[src/hdl/swpd_pkg.sv]
package swpd_pkg;

	localparam int MAX_WINDOW  = 32;
	localparam int SAMPLE_BITS = 24;

	localparam int FIELD_BITS = 24;
	localparam int FILL_BITS  = 6;
	localparam int IN_BYTES   = (3 * FIELD_BITS + 7) / 8;
	localparam int OUT_BYTES  = (4 * FIELD_BITS + FILL_BITS + 7) / 8;
	localparam int IN_TDATA_W  = IN_BYTES * 8;
	localparam int OUT_TDATA_W = OUT_BYTES * 8;

	localparam logic [FILL_BITS-1:0] WINDOW_RESET = FILL_BITS'(8);

	typedef struct packed {
		logic [FILL_BITS-1:0]  window_fill;
		logic [FIELD_BITS-1:0] z_deviation;
		logic [FIELD_BITS-1:0] y_deviation;
		logic [FIELD_BITS-1:0] x_deviation;
		logic [FIELD_BITS-1:0] max_deviation;
	} result_t;

endpackage

[src/hdl/swpd_front.sv]
module swpd_front #(
	parameter int SAMPLE_BITS = swpd_pkg::SAMPLE_BITS
) (
	input  logic                          clk,
	input  logic                          arst_n,
	input  logic                          s_tvalid,
	output logic                          s_tready,
	input  logic [swpd_pkg::IN_TDATA_W-1:0] s_tdata,
	output logic                          q_valid,
	output logic [3*SAMPLE_BITS-1:0]      q_sample,
	input  logic                          q_pop
);
	import swpd_pkg::*;

	localparam int SW = 3 * SAMPLE_BITS;

	logic [SW-1:0] slot_q [2];
	logic          rd_q, wr_q;
	logic [1:0]    count_q;
	logic          push;
	logic [SW-1:0] packed_in;

	// keep the low sample bits of each 24-bit field
	assign packed_in = {s_tdata[2*FIELD_BITS +: SAMPLE_BITS],
	                    s_tdata[FIELD_BITS +: SAMPLE_BITS],
	                    s_tdata[0 +: SAMPLE_BITS]};

	assign s_tready = (count_q != 2'd2);
	assign push     = s_tvalid && s_tready;
	assign q_valid  = (count_q != 2'd0);
	assign q_sample = slot_q[rd_q];

	always_ff @(posedge clk or negedge arst_n) begin
		if (!arst_n) begin
			rd_q    <= 1'b0;
			wr_q    <= 1'b0;
			count_q <= 2'd0;
		end else begin
			if (push)
				wr_q <= !wr_q;
			if (q_pop)
				rd_q <= !rd_q;
			count_q <= count_q + {1'b0, push} - {1'b0, q_pop};
		end
	end

	always_ff @(posedge clk) begin
		if (push)
			slot_q[wr_q] <= packed_in;
	end
endmodule

[config.mk]
export PLATFORM = sky130hd
export DESIGN_NAME = swpd_front
export DESIGN_NICKNAME = d
export VERILOG_FILES = /design/src/hdl/swpd_pkg.sv /design/src/hdl/swpd_front.sv
export SDC_FILE = /design/constraint.sdc
export NUM_CORES = 1
export LEC_CHECK = 0
export ABC_AREA = 1
export ABC_CLOCK_PERIOD_IN_PS = 11300
export BUFFER_PORTS_ARGS = -buffer_cell sky130_fd_sc_hd__buf_2
export CORE_ASPECT_RATIO = 0.8
export CORE_MARGIN = 3
export CORE_UTILIZATION = 30
export DETAILED_ROUTE_END_ITERATION = 6
export PLACE_DENSITY = 0.48
export SLEW_MARGIN = 20
export SYNTH_ARGS = -nofsm -noshare
export SYNTH_HDL_FRONTEND = slang
export SYNTH_SLANG_ARGS = --single-unit
[constraint.sdc]
create_clock -name clk -period 11.3 [get_ports clk]
set_clock_uncertainty 0.15 [all_clocks]
set_input_delay 2.26 -clock clk [delete_from_list [all_inputs] [get_ports clk]]
set_output_delay 2.26 -clock clk [all_outputs]
set_load 0.01 [all_outputs]
==> results of run 1 <==
==> Yosys cell counts <==
master,instances,share of area (%)
sky130_fd_sc_hd__xor2_1,1,0.15
sky130_fd_sc_hd__nor2_1,3,0.20
sky130_fd_sc_hd__buf_12,7,2.4
sky130_fd_sc_hd__nand3b_1,1,0.13
sky130_fd_sc_hd__inv_1,5,0.33
sky130_fd_sc_hd__edfxtp_1,144,75
sky130_fd_sc_hd__buf_6,1,0.20
sky130_fd_sc_hd__mux2_4,69,18
sky130_fd_sc_hd__nand3_1,1,0.087
sky130_fd_sc_hd__ha_1,1,0.22
sky130_fd_sc_hd__nand2_1,10,0.65
sky130_fd_sc_hd__dfrtp_1,4,1.7
sky130_fd_sc_hd__a21oi_1,1,0.087
sky130_fd_sc_hd__mux2_2,3,0.59
==> power by group <==
| group | switching, µW | leakage [µW] | internal [µW] | total [µW] |
|---|---|---|---|---|
| Combinational | 280 | 0.00127 | 298 | 578 |
| Sequential | 64.0 | 0.00138 | 750 | 814 |
| Clock | 225 | 0.000331 | 417 | 642 |
| Total | 569 | 0.00298 | 1460 | 2030 |
==> metrics by stage <==
stage                     std cells  setup slack, ns  power (µW)
after floorplan                 251             5.25        1260
after global placement          648             6.68        1410
after detailed placement        648             6.66        1410
after CTS                       680             6.21        2060
after global routing            681             6.14        2140
final                           681             6.27        2030
==> path summary, 6_finish.rpt <==
check                           depth (start not counted)                 start  slack (ns)                       to
worst max register to register                          5  count_q[0]$_DFF_PN0_        8.62  slot_q[0][20]$_DFFE_PP_
max in group asynchronous                               1                arst_n        9.36         rd_q$_DFFE_PN0P_
worst max-delay path                                    3      rd_q$_DFFE_PN0P_        6.27              q_sample[1]
worst min register to register                          1  count_q[0]$_DFF_PN0_        0.38     count_q[0]$_DFF_PN0_
worst min-delay path                                    1  count_q[0]$_DFF_PN0_        0.38     count_q[0]$_DFF_PN0_
min in group asynchronous                               1                arst_n        1.50         wr_q$_DFFE_PN0P_
==> cells by family (layout without fill, tap and decap cells) <==
group / count (synthesis) / count (layout) / share of synthesized area (%)
AOI/OAI and AO/OA: 1 / 1 / 0.0869
xor gates and xnor gates: 1 / 1 / 0.152
adders and majority gates: 1 / 1 / 0.217
buffers and inverters: 13 / 190 / 2.96
DFF: 148 / 148 / 76.9
muxes: 72 / 72 / 18.6
and+or+nand+nor: 15 / 15 / 1.07
==> final cells by class <==
class                      instances  area, µm²  area share (%)
tap                              253        317            4.27
clock inverter                    15        251            3.39
multi-input combinational         90       1170            15.8
inverter                           5       18.8           0.253
timing repair buffer             153        796            10.7
clock buffer                      17        425            5.74
sequential                       148       4430            59.8
==> state kept, by name, summed over array words and instances, names as in the netlist <==
register / count
slot_q: 144
count_q: 2
rd_q: 1
wr_q: 1
==> critical path, stage by stage, from the launching register on <==
cell and delay, ns:
sky130_fd_sc_hd__dfrtp_4 0.87, sky130_fd_sc_hd__buf_4 0.69, sky130_fd_sc_hd__mux2_2 0.41, sky130_fd_sc_hd__buf_2 0.14
==> routing by layer <==
metal	part of all wire, %	vias to the layer above
li1	-	1306
met1	43	1370
met2	45	112
met3	11	22
met4	1.2	10
met5	0.53	-
==> layout by cell type, fill, tap and decap left out <==
| cell | n |
|---|---|
| sky130_fd_sc_hd__xor2_1 | 1 |
| sky130_fd_sc_hd__nor2_1 | 1 |
| sky130_fd_sc_hd__nand3_1 | 1 |
| sky130_fd_sc_hd__bufinv_16 | 6 |
| sky130_fd_sc_hd__ha_1 | 1 |
| sky130_fd_sc_hd__a21oi_1 | 1 |
| sky130_fd_sc_hd__dfrtp_4 | 1 |
| sky130_fd_sc_hd__nor2_4 | 2 |
| sky130_fd_sc_hd__edfxtp_1 | 144 |
| sky130_fd_sc_hd__buf_4 | 3 |
| sky130_fd_sc_hd__buf_2 | 149 |
| sky130_fd_sc_hd__dfrtp_1 | 3 |
| sky130_fd_sc_hd__mux2_2 | 3 |
| sky130_fd_sc_hd__clkinvlp_4 | 1 |
| sky130_fd_sc_hd__nand2_1 | 10 |
| sky130_fd_sc_hd__clkinv_2 | 3 |
| sky130_fd_sc_hd__inv_6 | 1 |
| sky130_fd_sc_hd__buf_16 | 1 |
| sky130_fd_sc_hd__clkinv_4 | 2 |
| sky130_fd_sc_hd__clkbuf_16 | 17 |
| sky130_fd_sc_hd__inv_8 | 2 |
| sky130_fd_sc_hd__inv_1 | 5 |
| sky130_fd_sc_hd__nand3b_1 | 1 |
| sky130_fd_sc_hd__mux2_4 | 69 |
==> metrics.json, run 1 <==
{
  "clock_network": {
    "clockRootBuffer": "sky130_fd_sc_hd__clkbuf_16",
    "cts.hold.buffers_added": 0,
    "worst_setup_hold_path_clk_slew_ns": 0.06,
    "ctsLongestPathBuffers": 2,
    "htree_num_levels": 4,
    "number_of_clock_sinks_seen_by_cts": 148,
    "clock_insertion_delay_worst_skew_ns": 0.41,
    "cts.repair_timing.setup_buffer_count": 0,
    "numCtsBuffers": 17,
    "tritoncts_clock_tree": "yes",
    "post_cts_resized": 0
  },
  "yosys": {
    "synth.lib_cells_used.distinct": 14,
    "warnings_synthesis": 0,
    "synth.avg_cell_area_um2": 22.9,
    "ys_seq_area_share_pct": 76.9,
    "total_nets_after_synthesis": 328,
    "synth.cell_area_um2": 5750,
    "netlist_instances": 251,
    "postSynthRegisterBits": 148
  },
  "grt": {
    "grtUsageMet3_pct": 6.54,
    "grt_start_max_net_pins": 40,
    "groute.usage.overall_pct": 10.8,
    "grt_pass1_vias": 2908,
    "antenna_found_initial": 5,
    "grt_overflow_total": 0,
    "globalRouteMet1Util_pct": 13.0,
    "top_usage_layer": "met2",
    "use_met2_pct": 16.1,
    "grt_first_pass_wirelength_mm": 16.6
  },
  "layout": {
    "areaGrowthSynthToFinish_pct": 28.8,
    "finalNetCount": 492,
    "stdcell_area_um2": 7410,
    "antenna-diode-count": 0,
    "post_route_cells_drive_above_1_share_pct": 60.7,
    "final_util_pct": 40.1,
    "fill_cells": 1714
  },
  "sta": {
    "fin_setup_tns_ns": 0,
    "final.min_clock_period_ns": 5.03,
    "finalMaxSlewViolations": 0,
    "layout_worst_path_cycle_share_pct": 44.5,
    "fin_hold_ws_ns": 0.378,
    "report.final.hold_viol_count": 0,
    "grt_setup_unrepaired": "no",
    "upper_clock_frequency_limit_mhz": 199,
    "worst-slew-pin-transition_ns": 1.01,
    "maxSlewHeadroom_pct": 32.7,
    "final-setup-viol-count": 0
  },
  "drt": {
    "route.detailed.drc": 0,
    "drt_pass1_iterations": 4,
    "viasPerCell": 4.14,
    "wl_per_cell_um": 16.4,
    "vias": 2820,
    "ant_nets": 0,
    "route.final.wire_length_mm": 11.2,
    "first_iter_violations": 130
  },
  "critical_path": {
    "worstPathArrival_ns": 2.62,
    "setup.worst_path.start_class": "register",
    "classification_of_the_worst_setup_path": "reg2out",
    "critical_path_required_ns": 8.89,
    "cp_max_fo": 39,
    "worst_setup_path_end_kind": "output pin"
  },
  "power": {
    "p_leak_uw": 0.00298,
    "vdd_ir_drop_max_mv": 0.108,
    "cell_area_power_density_nw_per_um2": 274
  },
  "die": {
    "fp.dieH_um": 130,
    "io_pins": 150,
    "core_area_um2": 18500,
    "floorplan.die.width_um": 161,
    "placement_row_count": 44,
    "initial_utilization_pct": 31.1,
    "die-area_um2": 20900
  },
  "placed_design": {
    "gp_congestion": 0.667,
    "portBuffers": 149,
    "post_dp_cell_area_um2": 6700,
    "dp_hpwl_mm": 7.29
  },
  "job": {
    "maxCapViolations": 0
  },
  "outcome": {
    "outcome": "finished clean"
  },
  "min_path": {
    "worstHoldPathType": "reg2reg"
  }
}
Power figures use the tool's default switching activity.
==> inputs of run 2 (changes only) <==
- ABC_CLOCK_PERIOD_IN_PS: 11300 -> 5250
- clock period: 11.3 -> 5.25 ns (I/O delays scaled with it)
==> run 2 against run 1 <==
  * Critical path depth did not move
  * Flip-flop and latch count unchanged
  * Cell count is 0.15% higher
  * Clock power increased by 74%
  * First-iteration DRC count shrank 18%
  * Routed wire length fell by 5.1%
  * Sequential power is 120% higher
  * Global-route usage decreased by 0.32 points
  * Utilization fell by 0.55 points
  * Combinational power is 110% higher
  * Total power up 100%
  * Critical endpoint is now q_sample[16]
  * Largest power group unchanged
==> metrics.json, run 2 (synthesized netlist as in run 1, its figures left out) <==
{
  "outcome": {
    "outcome": {"value": "finished clean", "change": "unchanged"}
  },
  "placed_design": {
    "pre_cts_ws": {"value": 2.08, "unit": "ns", "change": "was 6.66 ns"},
    "dp_hpwl": {"value": 7.02, "unit": "mm", "change": "was 7.29 mm"},
    "portBuffers": {"value": 149, "change": "unchanged"},
    "post_dp_cell_area": {"value": 6740, "unit": "µm²", "change": "was 6700 µm²"},
    "dp_cells": {"value": 649, "change": "was 648"},
    "gp_congestion": {"value": 0.679, "change": "was 0.667"}
  },
  "critical_path": {
    "critical_path_required": {"value": 4.05, "unit": "ns", "change": "was 8.89 ns"},
    "cpLargestDelayFamily": {"value": "flip-flops", "change": "unchanged"},
    "reg2reg_setup_slack": {"value": 2.85, "unit": "ns", "change": "was 8.62 ns"},
    "crit_path_top_delay_cell": {"value": "sky130_fd_sc_hd__dfrtp_4", "change": "unchanged"},
    "crit_chain": {"value": "buf_4 -> mux2_4 -> buf_2", "change": "was buf_4 -> mux2_2 -> buf_2"},
    "setup.worst_path.start_class": {"value": "register", "change": "unchanged"},
    "worst_setup_path_end_kind": {"value": "output pin", "change": "unchanged"},
    "critical-path-max-stage-delay": {"value": 0.90, "unit": "ns", "change": "was 0.87 ns"},
    "worstPathArrival": {"value": 2.36, "unit": "ns", "change": "was 2.62 ns"},
    "cp_max_fo": {"value": 38, "change": "was 39"},
    "classification_of_the_worst_setup_path": {"value": "reg2out", "change": "unchanged"},
    "cp_num_buf_inv": {"value": 2, "change": "unchanged"}
  },
  "grt": {
    "grt_first_pass_wirelength": {"value": 16.2, "unit": "mm", "change": "was 16.6 mm"},
    "grt_pass1_vias": {"value": 3031, "change": "was 2908"},
    "antenna_found_initial": {"value": 3, "change": "was 5"},
    "grt_start_max_net_pins": {"value": 42, "change": "was 40"},
    "grt_overflow_total": {"value": 0, "change": "unchanged"},
    "groute.usage.overall": {"value": 10.5, "unit": "%", "change": "was 10.8%"}
  },
  "layout": {
    "areaGrowthSynthToFinish": {"value": 27.0, "unit": "%", "change": "was 28.8%"},
    "largest_register_ff_count": {"value": 144, "change": "unchanged"},
    "post_route_cells_drive_above_1_share": {"value": 59.6, "unit": "%", "change": "was 60.7%"},
    "finalNetCount": {"value": 493, "change": "was 492"},
    "mostFrequentLayoutCells": {"value": "sky130_fd_sc_hd__buf_2 (149), sky130_fd_sc_hd__edfxtp_1 (144), sky130_fd_sc_hd__mux2_4 (69), sky130_fd_sc_hd__clkbuf_16 (17), sky130_fd_sc_hd__nand2_1 (10)", "change": "unchanged"},
    "final_util": {"value": 39.5, "unit": "%", "change": "was 40.1%"},
    "layout_commonest_cell": {"value": "sky130_fd_sc_hd__buf_2", "change": "unchanged"},
    "stdcell_area": {"value": 7310, "unit": "µm²", "change": "was 7410 µm²"},
    "layout.cells.non_filler": {"value": 682, "change": "was 681"},
    "layout_top_registers": {"value": "slot_q (144), count_q (2)", "change": "unchanged"},
    "regMostFlops": {"value": "slot_q", "change": "unchanged"}
  },
  "die": {
    "io_pins": {"value": 150, "change": "unchanged"},
    "placement_row_count": {"value": 44, "change": "unchanged"},
    "die-area": {"value": 20900, "unit": "µm²", "change": "unchanged"},
    "core_area": {"value": 18500, "unit": "µm²", "change": "unchanged"},
    "initial_utilization": {"value": 31.1, "unit": "%", "change": "unchanged"},
    "floorplan.die.width": {"value": 161, "unit": "µm", "change": "unchanged"},
    "fp.dieH": {"value": 130, "unit": "µm", "change": "unchanged"}
  },
  "sta": {
    "grt_setup_unrepaired": {"value": "no", "change": "unchanged"},
    "fin_setup_tns": {"value": 0, "unit": "ns", "change": "unchanged"},
    "worst-slew-pin-transition": {"value": 1.04, "unit": "ns", "change": "was 1.01 ns"},
    "finalMaxSlewViolations": {"value": 0, "change": "unchanged"},
    "upper_clock_frequency_limit_mhz": 281,
    "layout_worst_path_cycle_share_pct": 67.7,
    "final.min_clock_period_ns": 3.56,
    "final-setup-viol-count": {"value": 0, "change": "unchanged"},
    "report.final.hold_viol_count": {"value": 0, "change": "unchanged"},
    "finalWorstSetupSlack": {"value": 1.69, "unit": "ns", "change": "was 6.27 ns"},
    "maxSlewHeadroom": {"value": 30.6, "unit": "%", "change": "was 32.7%"}
  },
  "drt": {
    "viasPerCell": {"value": 4.08, "change": "was 4.14"},
    "route.detailed.drc": {"value": 0, "change": "unchanged"},
    "wl_per_cell": {"value": 15.6, "unit": "µm", "change": "was 16.4 µm"},
    "route.final.wire_length": {"value": 10.6, "unit": "mm", "change": "was 11.2 mm"},
    "first_iter_violations": {"value": 106, "change": "was 130"},
    "drt_pass1_iterations": {"value": 4, "change": "unchanged"},
    "ant_nets": {"value": 0, "change": "unchanged"},
    "vias": {"value": 2782, "change": "was 2820"}
  },
  "clock_network": {
    "post_cts_resized": {"value": 0, "change": "unchanged"},
    "clockRootBuffer": {"value": "sky130_fd_sc_hd__clkbuf_16", "change": "unchanged"},
    "ctsLongestPathBuffers": {"value": 2, "change": "unchanged"},
    "number_of_clock_sinks_seen_by_cts": {"value": 148, "change": "unchanged"},
    "clock_insertion_delay_worst_skew": {"value": 0.40, "unit": "ns", "change": "was 0.41 ns"},
    "cts.hold.buffers_added": {"value": 0, "change": "unchanged"},
    "htree_num_levels": {"value": 4, "change": "unchanged"},
    "numCtsBuffers": {"value": 17, "change": "unchanged"},
    "worst_setup_hold_path_clk_slew": {"value": 0.06, "unit": "ns", "change": "about the same"},
    "tritoncts_clock_tree": {"value": "yes", "change": "unchanged"},
    "cts.repair_timing.setup_buffer_count": {"value": 0, "change": "unchanged"}
  },
  "power": {
    "p_leak": {"value": 0.00293, "unit": "µW", "change": "was 0.00298 µW"},
    "cell_area_power_density": {"value": 562, "unit": "nW/µm²", "change": "was 274 nW/µm²"},
    "vdd_ir_drop_max": {"value": 0.271, "unit": "mV", "change": "was 0.108 mV"}
  },
  "job": {
    "maxCapViolations": {"value": 0, "change": "unchanged"}
  },
  "min_path": {
    "worstHoldPathType": {"value": "in2async", "change": "was reg2reg"}
  }
}
[run 2: layer usage]
metal / up-vias / track usage, % / wire [µm] / part of all wire [%]
li1: 1309 / - / - / -
met1: 1344 / 12.9 / 4550 / 43
met2: 109 / 15.0 / 4710 / 44
met3: 16 / 6.73 / 1210 / 11
met4: 4 / 3.49 / 127 / 1.2
met5: - / 0 / 21 / 0.20
[run 2: stage by stage]
stage	hold slack, ns	total power [µW]
floorplan	0.328	2700
global placement	0.338	3040
detailed placement	0.351	3050
CTS	0.259	4190
global route	0.260	4350
finish	0.292	4110
[run 2: worst paths after layout]
check / start / to / cells past startpoint
setup / recovery: rd_q$_DFFE_PN0P_ / q_sample[16] / 3
setup reg to reg: count_q[1]$_DFF_PN0_ / slot_q[0][70]$_DFFE_PP_ / 4
hold / removal: arst_n / count_q[0]$_DFF_PN0_ / 1
hold reg to reg: count_q[0]$_DFF_PN0_ / count_q[0]$_DFF_PN0_ / 1
min in group clk: count_q[0]$_DFF_PN0_ / count_q[0]$_DFF_PN0_ / 1
max in group asynchronous: arst_n / rd_q$_DFFE_PN0P_ / 1
[run 2: final cells by class]
cell class / instances / area (µm²)
Fill cell: 1750 / 11200
Clock buffer: 19 / 433
Clock inverter: 12 / 115
Sequential cell: 148 / 4430
Tap cell: 253 / 317
Multi-Input combinational cell: 90 / 1170
Timing Repair Buffer: 154 / 821
Inverter: 5 / 18.8
Antenna cell: 1 / 2.50
[run 2: power breakdown]
| part | switching, µW | internal, µW | leakage, µW |
|---|---|---|---|
| Combinational | 583 | 653 | 0.00128 |
| Clock | 429 | 687 | 0.000265 |
| Sequential | 145 | 1610 | 0.00138 |
| Total | 1160 | 2950 | 0.00293 |
==> inputs of run 3 (changes only) <==
- ABC_CLOCK_PERIOD_IN_PS: 5250 -> 3550
- clock period: 5.25 -> 3.55 ns (I/O delays scaled with it)
==> run 3 against run 2 <==
  * Utilization grew 0.23 points
  * Global-route usage shrank 0.31 points
  * Clock power grew 55%
  * Combinational power grew 48%
  * Flip-flop and latch count is the same
  * Clock-buffer cell count shrank 2
  * Sequential power grew 47%
==> metrics.json, run 3 (synthesized netlist as in run 1, its figures left out) <==
{
  "power": {
    "power.combinational.fraction": {"value": 29.9, "unit": "%", "change": "was 30.1%"},
    "p_leak": {"value": 0.00295, "unit": "µW", "change": "was 0.00293 µW"},
    "power.switching_fraction": {"value": 28.8, "unit": "%", "change": "was 28.1%"},
    "power.share.sequential": {"value": 41.9, "unit": "%", "change": "was 42.8%"},
    "cell_area_power_density": {"value": 840, "unit": "nW/µm²", "change": "was 562 nW/µm²"},
    "p_int": {"value": 4390, "unit": "µW", "change": "was 2950 µW"},
    "pwr-share-clk": {"value": 28.2, "unit": "%", "change": "was 27.2%"},
    "fin_total_pwr": {"value": 6170, "unit": "µW", "change": "was 4110 µW"},
    "power.net_switching": {"value": 1780, "unit": "µW", "change": "was 1160 µW"},
    "vdd_ir_drop_max": {"value": 0.386, "unit": "mV", "change": "was 0.271 mV"}
  },
  "placed_design": {
    "portBuffers": {"value": 149, "change": "unchanged"},
    "dp_cells": {"value": 650, "change": "was 649"},
    "gp_congestion": {"value": 0.727, "change": "was 0.679"},
    "dp_hpwl": {"value": 7.08, "unit": "mm", "change": "was 7.02 mm"},
    "pre_cts_ws": {"value": 1.02, "unit": "ns", "change": "was 2.08 ns"}
  },
  "critical_path": {
    "setup.worst_path.start_class": {"value": "register", "change": "unchanged"},
    "timing.critical_path.from": {"value": "rd_q$_DFFE_PN0P_", "change": "unchanged"},
    "cp_max_fo": {"value": 32, "change": "was 38"},
    "critical-path-max-stage-delay": {"value": 0.85, "unit": "ns", "change": "was 0.90 ns"},
    "crit_path_top_delay_cell": {"value": "sky130_fd_sc_hd__dfrtp_4", "change": "unchanged"},
    "worst_setup_path_end_kind": {"value": "output pin", "change": "unchanged"},
    "r2r_start": {"value": "count_q[1]$_DFF_PN0_", "change": "unchanged"},
    "classification_of_the_worst_setup_path": {"value": "reg2out", "change": "unchanged"},
    "reg2reg_setup_slack": {"value": 1.51, "unit": "ns", "change": "was 2.85 ns"},
    "crit_chain": {"value": "buf_12 -> mux2_4 -> buf_2", "change": "was buf_4 -> mux2_4 -> buf_2"},
    "worstPathArrival": {"value": 2.07, "unit": "ns", "change": "was 2.36 ns"},
    "critical_path_required": {"value": 2.69, "unit": "ns", "change": "was 4.05 ns"}
  },
  "layout": {
    "finalNetCount": {"value": 494, "change": "was 493"},
    "largest_register_ff_count": {"value": 144, "change": "unchanged"},
    "layout.cells.non_filler": {"value": 684, "change": "was 682"},
    "layout_commonest_cell": {"value": "sky130_fd_sc_hd__buf_2", "change": "unchanged"},
    "fill_cells": {"value": 1747, "change": "was 1750"},
    "mostFrequentLayoutCells": {"value": "sky130_fd_sc_hd__buf_2 (149), sky130_fd_sc_hd__edfxtp_1 (144), sky130_fd_sc_hd__mux2_4 (69), sky130_fd_sc_hd__clkbuf_16 (17), sky130_fd_sc_hd__nand2_1 (10)", "change": "unchanged"},
    "areaGrowthSynthToFinish": {"value": 27.8, "unit": "%", "change": "was 27.0%"},
    "post_route_cells_drive_above_1_share": {"value": 60.2, "unit": "%", "change": "was 59.6%"},
    "regMostFlops": {"value": "slot_q", "change": "unchanged"},
    "layout_top_registers": {"value": "slot_q (144), count_q (2)", "change": "unchanged"}
  },
  "drt": {
    "route.detailed.drc": {"value": 0, "change": "unchanged"},
    "ant_nets": {"value": 0, "change": "unchanged"},
    "wl_per_cell": {"value": 15.4, "unit": "µm", "change": "was 15.6 µm"},
    "vias": {"value": 2803, "change": "was 2782"},
    "drt_pass1_iterations": {"value": 4, "change": "unchanged"},
    "first_iter_violations": {"value": 123, "change": "was 106"},
    "viasPerCell": {"value": 4.10, "change": "was 4.08"},
    "route.final.wire_length": {"value": 10.6, "unit": "mm", "change": "about the same"}
  },
  "die": {
    "io_pins": {"value": 150, "change": "unchanged"},
    "fp.dieH": {"value": 130, "unit": "µm", "change": "unchanged"},
    "floorplan.die.width": {"value": 161, "unit": "µm", "change": "unchanged"},
    "die-area": {"value": 20900, "unit": "µm²", "change": "unchanged"},
    "core_area": {"value": 18500, "unit": "µm²", "change": "unchanged"},
    "initial_utilization": {"value": 31.1, "unit": "%", "change": "unchanged"},
    "placement_row_count": {"value": 44, "change": "unchanged"}
  },
  "clock_network": {
    "numCtsBuffers": {"value": 17, "change": "unchanged"},
    "number_of_clock_sinks_seen_by_cts": {"value": 148, "change": "unchanged"},
    "worst_setup_hold_path_clk_slew": {"value": 0.06, "unit": "ns", "change": "about the same"},
    "clockRootBuffer": {"value": "sky130_fd_sc_hd__clkbuf_16", "change": "unchanged"},
    "tritoncts_clock_tree": {"value": "yes", "change": "unchanged"},
    "cts.repair_timing.setup_buffer_count": {"value": 0, "change": "unchanged"},
    "ctsLongestPathBuffers": {"value": 2, "change": "unchanged"},
    "htree_num_levels": {"value": 4, "change": "unchanged"},
    "clock_insertion_delay_worst_skew": {"value": 0.41, "unit": "ns", "change": "was 0.40 ns"}
  },
  "grt": {
    "grt_pass1_vias": {"value": 2937, "change": "was 3031"},
    "grt_first_pass_wirelength": {"value": 15.8, "unit": "mm", "change": "was 16.2 mm"},
    "grt_overflow_total": {"value": 0, "change": "unchanged"},
    "antenna_found_initial": {"value": 1, "change": "was 3"},
    "grt_start_max_net_pins": {"value": 60, "change": "was 42"},
    "groute.usage.overall": {"value": 10.2, "unit": "%", "change": "was 10.5%"}
  },
  "sta": {
    "worst-slew-pin-transition": {"value": 0.645, "unit": "ns", "change": "was 1.04 ns"},
    "fin_setup_tns": {"value": 0, "unit": "ns", "change": "unchanged"},
    "grt_setup_unrepaired": {"value": "no", "change": "unchanged"},
    "maxSlewHeadroom": {"value": 57.0, "unit": "%", "change": "was 30.6%"},
    "finalWorstSetupSlack": {"value": 0.616, "unit": "ns", "change": "was 1.69 ns"},
    "final.min_clock_period_ns": 2.93,
    "layout_worst_path_cycle_share_pct": 82.7,
    "report.final.hold_viol_count": {"value": 0, "change": "unchanged"},
    "final-setup-viol-count": {"value": 0, "change": "unchanged"},
    "finalMaxSlewViolations": {"value": 0, "change": "unchanged"},
    "upper_clock_frequency_limit_mhz": 341
  },
  "job": {
    "maxCapViolations": {"value": 0, "change": "unchanged"}
  },
  "min_path": {
    "worstHoldPathType": {"value": "in2reg", "change": "was in2async"},
    "hold_path.startpoint": "s_tdata[37]"
  },
  "outcome": {
    "outcome": {"value": "finished clean", "change": "unchanged"}
  }
}
## run 3: worst paths after layout
kind                                           end  cells after the start
setup / recovery                      q_sample[56]                      3
hold / removal             slot_q[1][37]$_DFFE_PP_                      1
setup reg to reg           slot_q[1][31]$_DFFE_PP_                      4
hold reg to reg               count_q[0]$_DFF_PN0_                      1
max in group asynchronous         rd_q$_DFFE_PN0P_                      2
min in group asynchronous     count_q[1]$_DFF_PN0_                      2
## run 3: layout make-up
type | instances | area (µm²) | share of cell area, %
tap | 253 | 317 | 4.31
antenna | 1 | 2.50 | 0.0340
sequential | 148 | 4430 | 60.2
timing repair buffer | 155 | 831 | 11.3
multi-input combinational | 90 | 1170 | 16.0
inverter | 5 | 18.8 | 0.255
clock buffer | 17 | 425 | 5.79
clock inverter | 15 | 155 | 2.11
## run 3: timing repair
item                                   4_1_cts  5_1_grt
hold buffers                                 1        0
resized for setup                            0        0
endpoints found under the hold margin        4        0
## run 3: stage by stage
step / instance area, µm² / util, % / hold slack [ns]
3_3_place_gp: 6760 / 36.5 / 0.337
4_1_cts: 7350 / 39.7 / 0.306
6_report: 7350 / 39.7 / 0.327
2_1_floorplan: 5760 / - / 0.264
5_1_grt: 7350 / 39.7 / 0.300
3_5_place_dp: 6760 / 36.5 / 0.352
## run 3: worst max-delay path: cells and delay by family (launching register included)
kind	cells	cell delay, ns
mux	1	0.33
buf+inv	2	0.44
flops	1	0.85
## run 3: power groups by stage
| stage | logic, µW | clock network (µW) | registers [µW] |
|---|---|---|---|
| 6_report | 1840 | 1740 | 2580 |
| 2_1_floorplan | 1470 | 0 | 2510 |
| 3_3_place_gp | 1890 | 0 | 2620 |
| 4_1_cts | 1910 | 1800 | 2590 |
| 5_1_grt | 2000 | 1870 | 2630 |
| 3_5_place_dp | 1900 | 0 | 2630 |
## run 3: routing by layer
metal	GRT usage [%]	vias to the layer above	wire length [µm]
li1	-	1319	-
met1	12.3	1361	4590
met2	15.2	110	4760
met3	6.13	11	1090
met4	3.49	2	110
met5	0	-	13
